File: config.mk
export PLATFORM = sky130hd
export DESIGN_NAME = lpu_ram
export DESIGN_NICKNAME = d
export VERILOG_FILES = /design/src/hdl/lpu_ram.sv
export SDC_FILE = /design/constraint.sdc
export NUM_CORES = 2
export LEC_CHECK = 0
export BUFFER_PORTS_ARGS = -buffer_cell sky130_fd_sc_hd__buf_4
export CAP_MARGIN = 40
export CELL_PAD_IN_SITES_DETAIL_PLACEMENT = 1
export CELL_PAD_IN_SITES_GLOBAL_PLACEMENT = 2
export CORE_MARGIN = 2
export CORE_UTILIZATION = 45
export DETAILED_ROUTE_END_ITERATION = 10
export PLACE_DENSITY_LB_ADDON = 0.1
export SETUP_SLACK_MARGIN = 0.1
export SYNTH_ARGS = -nofsm -noshare
export SYNTH_HDL_FRONTEND = slang
export SYNTH_SLANG_ARGS = --single-unit
File: constraint.sdc
create_clock -name clk -period 2.4 [get_ports clk]
set_input_delay 0.24 -clock clk [delete_from_list [all_inputs] [get_ports clk]]
set_output_delay 0.24 -clock clk [all_outputs]
set_load 0.05 [all_outputs]
File: src/hdl/lpu_ram.sv
// Generic simple dual-port RAM: one write port, one read port, registered read.
// A read at the address being written returns the old contents.
// No dependencies.
module lpu_ram #(
    parameter int WIDTH = 16,
    parameter int DEPTH = 256
) (
    input  logic                     clk,
    input  logic                     we,
    input  logic [$clog2(DEPTH)-1:0] waddr,
    input  logic [WIDTH-1:0]         wdata,
    input  logic                     re,
    input  logic [$clog2(DEPTH)-1:0] raddr,
    output logic [WIDTH-1:0]         rdata
);

    logic [WIDTH-1:0] mem [DEPTH];
    logic [WIDTH-1:0] rdata_reg;

    // Write and read, read returns pre-write data
    always_ff @(posedge clk) begin
        if (we) begin
            mem[waddr] <= wdata;
        end
        if (re) begin
            rdata_reg <= mem[raddr];
        end
    end

    assign rdata = rdata_reg;

endmodule

[Yosys cells after proc, flatten, opt, wreduce, memory -nomap -nowiden]
Memory sizes are Yosys's and may differ from the RTL's. A register that Yosys moved wholly into a read port is not among the register bits.
Cells that the tools add are included.
Word-level totals
  register bits after elaboration: 0
  memory bits (writable): 4096
  output and inout bits: 16
  memories kept: 1
Cells by class
  muxes and demuxes: 2
Memories
  mem: words 256, width 16, rd ports 1, clocked after Yosys merged registers in 1, wr ports 1, RTL line 17  | logic [WIDTH-1:0] mem [DEPTH];
Operator list (count)
  1-bit two-way mux: 2

[Logic depth before layout (Yosys ltp)]
  depth after elaboration: 2
  mapped depth: 12

[Least setup slack after synthesis]
Ideal clock, no wire load.
  kind: input-to-reg
  start point: input port raddr[0]
  end point: register rdata_reg[4] (netlist: rdata[4]) (read register of mem) (data pin)
  setup time: 0.265 ns
  arrival time: 2.224 ns
  path slack: -0.089 ns
  cell stages on the path: 8
  buffers on the path: 3
  cells stage by stage: buf_6 > buf_6 > buf_2 > mux4_2 > mux4_2 > a22o_1 > o32ai_2 > nor4_2
RTL lines
  from (decl): RTL line 13  | input logic [$clog2(DEPTH)-1:0] raddr,
  to (decl): RTL line 18  | logic [WIDTH-1:0] rdata_reg;

==> metrics <==
most frequent cell on the critical path=mux4_2; sequential cell area fraction in the yosys report=77.7%; GRT overflow=0; Residual DRC=0; final setup vio count=16; Max stage delay on crit path=0.54 ns; worst reg2reg endpoint=rdata[7]; Util after Layout=53.8%; H-tree depth=5; clock insertion delay at the later pin of the skew report=0.98 ns; Synth Net Count=7395; critical path launch point=mem[23][7]; DP HPWL=305000 um; Post-Syn Area=159000 sq um; CTS tree=done; final instance area=190000 sq um; Worst Reg-to-Reg Cells=6; final hold slack=0.0761 ns; CP bufs+invs=1; nets=8504; placed instance area=174000 sq um; die height=598 um; Max Freq=380 MHz; post-synthesis async set-or-reset flop share=0%; # rows=218; setup TNS=-1.77 ns; vias in the first global route=84600; Cells after Synth=7360; Req. time, crit path=3.11 ns; IO Port Bufs=50; clock tree sinks=4112; footprint of the multi-input gates=34200 sq um; Crit Path Category=reg -> reg; worst vdd ir=0.000713 V; Leakage=61.3 nW; gp weighted congestion=0.863; clock buffer count from CTS=434; cell family with most CP delay=multiplexers; R2R Setup Slk=-0.23 ns; Die X-Extent=598 um; clock skew=0.0374 ns; CP max FO=1; ANT nets after route=0; core footprint=352000 sq um; commonest non-fill, non-tap cells in the layout=edfxtp_1, mux4_2, buf_4; initial antenna violation count=22; initial core utilization=45.1%; syn avg cell area=21.6 sq um; largest net degree at the start of global routing=89; outcome=finished, violations left; Slowest-stage cell, CP=mux4_2; Filler cells=30200; Clock transition at path regs=0.06 ns; violated checks=negative setup slack; DR WL/cell=35.3 um; crit path DAT=3.35 ns; clock root buffer=clkbuf_16; GRT Resource Usage Total=26.8%; drt initial violations=8749; final worst path period share=110%; Largest register FFs=4096; cell count along the critical path=6; total power=154 mW; yosys warns=0; Final Hold Viols=0; Crit. End Element=flip-flop; Yosys reg bits=4112; Max Cap Viol=0; post-route setup slack=-0.235 ns; share of cells above drive strength 1=32.3%; Slew Viols, Final=0; synth unique cells=51; CP Capture Point=rdata[7]; number of synthesized flops with an enable pin=4112; WL final=479000 um; die footprint=358000 sq um; cell area power density=813 nW/um^2; via count=81700; synthesis-to-finish area growth=19.3%; Storage cell area=123000 sq um; Relative slew margins=31.7%; fin crit period=2.63 ns; main flop type after synthesis=edfxtp_1; CTS Buffer Depth=4; Critical Path, Cell by Cell=mux4_2 > mux4_2 > a22o_4 > o32ai_4 > buf_6 > nor4_4; post-DR vias/cell=6.03; crit path launch type=flip-flop; worst hold path type=in -> reg; DRT Pass-1 Iters=5; most common cell after layout, fill and taps aside=edfxtp_1; wire length of the first global-routing pass=673000 um; RSZ-0062 raised after global routing=true; Worst-Margin Slew=1.02 ns; # IOs=51; reg-to-reg startpoint=mem[23][7]
## worst min path at each step
stage              start      endpoint  slack, ns  cells past startpoint
2_1_floorplan   wdata[0]     mem[0][0]       0.34                      0
3_3_place_gp   wdata[12]  mem[182][12]       0.65                      1
3_5_place_dp   wdata[12]  mem[182][12]       0.65                      1
4_1_cts         waddr[5]  mem[112][13]      0.008                      4
5_1_grt         waddr[5]  mem[112][13]       0.09                      4
6_report        waddr[5]  mem[112][13]       0.08                      4
## Yosys cell counts, types with 76 or more instances
cell	instances	area, sq um
a21oi_1	175	876
buf_2	76	380
buf_6	77	867
clkbuf_1	230	863
edfxtp_1	4112	123000
mux2_2	88	991
mux2i_1	565	5660
mux4_2	797	17900
nor2_1	304	1140
nor3_1	92	460
o221ai_1	252	2210
o22ai_1	148	926
## metrics by stage
step	cells	setup WS [ns]
floorplan	7360	-0.00500
global placement	12700	-1.74
detailed placement	12700	-1.70
CTS	13600	-0.313
global route	13600	-0.256
finish	13600	-0.235
## cells by family after synthesis
logic type / synth area share (%)
DFF: 77.7
muxes: 15.5
AOI/OAI and AO/OA: 3.53
and+or+nand+nor: 1.57
buffers and inverters: 1.69
## area by class of cell
cell class / instances / area share (%)
antenna: 5 / 0.00660
clock buffer: 530 / 5.98
clock inverter: 266 / 1.27
inverter: 4 / 0.0145
multi-input combinational: 2792 / 18.0
sequential: 4112 / 65.1
tap: 4730 / 3.12
timing repair buffer: 1125 / 6.42
## worst reg2reg max path, cell delays in order, from the launching register on
cell and delay [ns]:
edfxtp_1 0.37, mux4_2 0.49, mux4_2 0.54, a22o_4 0.29, o32ai_4 0.44, buf_6 0.18
nor4_4 0.03
## layer usage
metal  wire length [um]  track usage, %  share of wire, %
met1             208000            39.5                43
met3              30900            3.55               6.4
met2             227000            42.4                47
met4              13600            6.90               2.8
met5                 56               0             0.012
## timing repair
item / 4_1_cts / 5_1_grt
gates resized for setup: 142 / 68
hold buffers: 20 / 0
cloned: 1 / 2
setup buffers: 5 / 0
setup endpoints to repair: 16 / 105
pin swaps: 42 / 30
hold endpoints to repair: 2508 / 0
## power by group
part | leakage [nW] | internal, mW | switching [mW]
registers | 37.0 | 79.2 | 0.120
logic | 17.6 | 3.49 | 5.73
clock network | 6.73 | 37.5 | 28.1
Power figures use the tool's default switching activity.
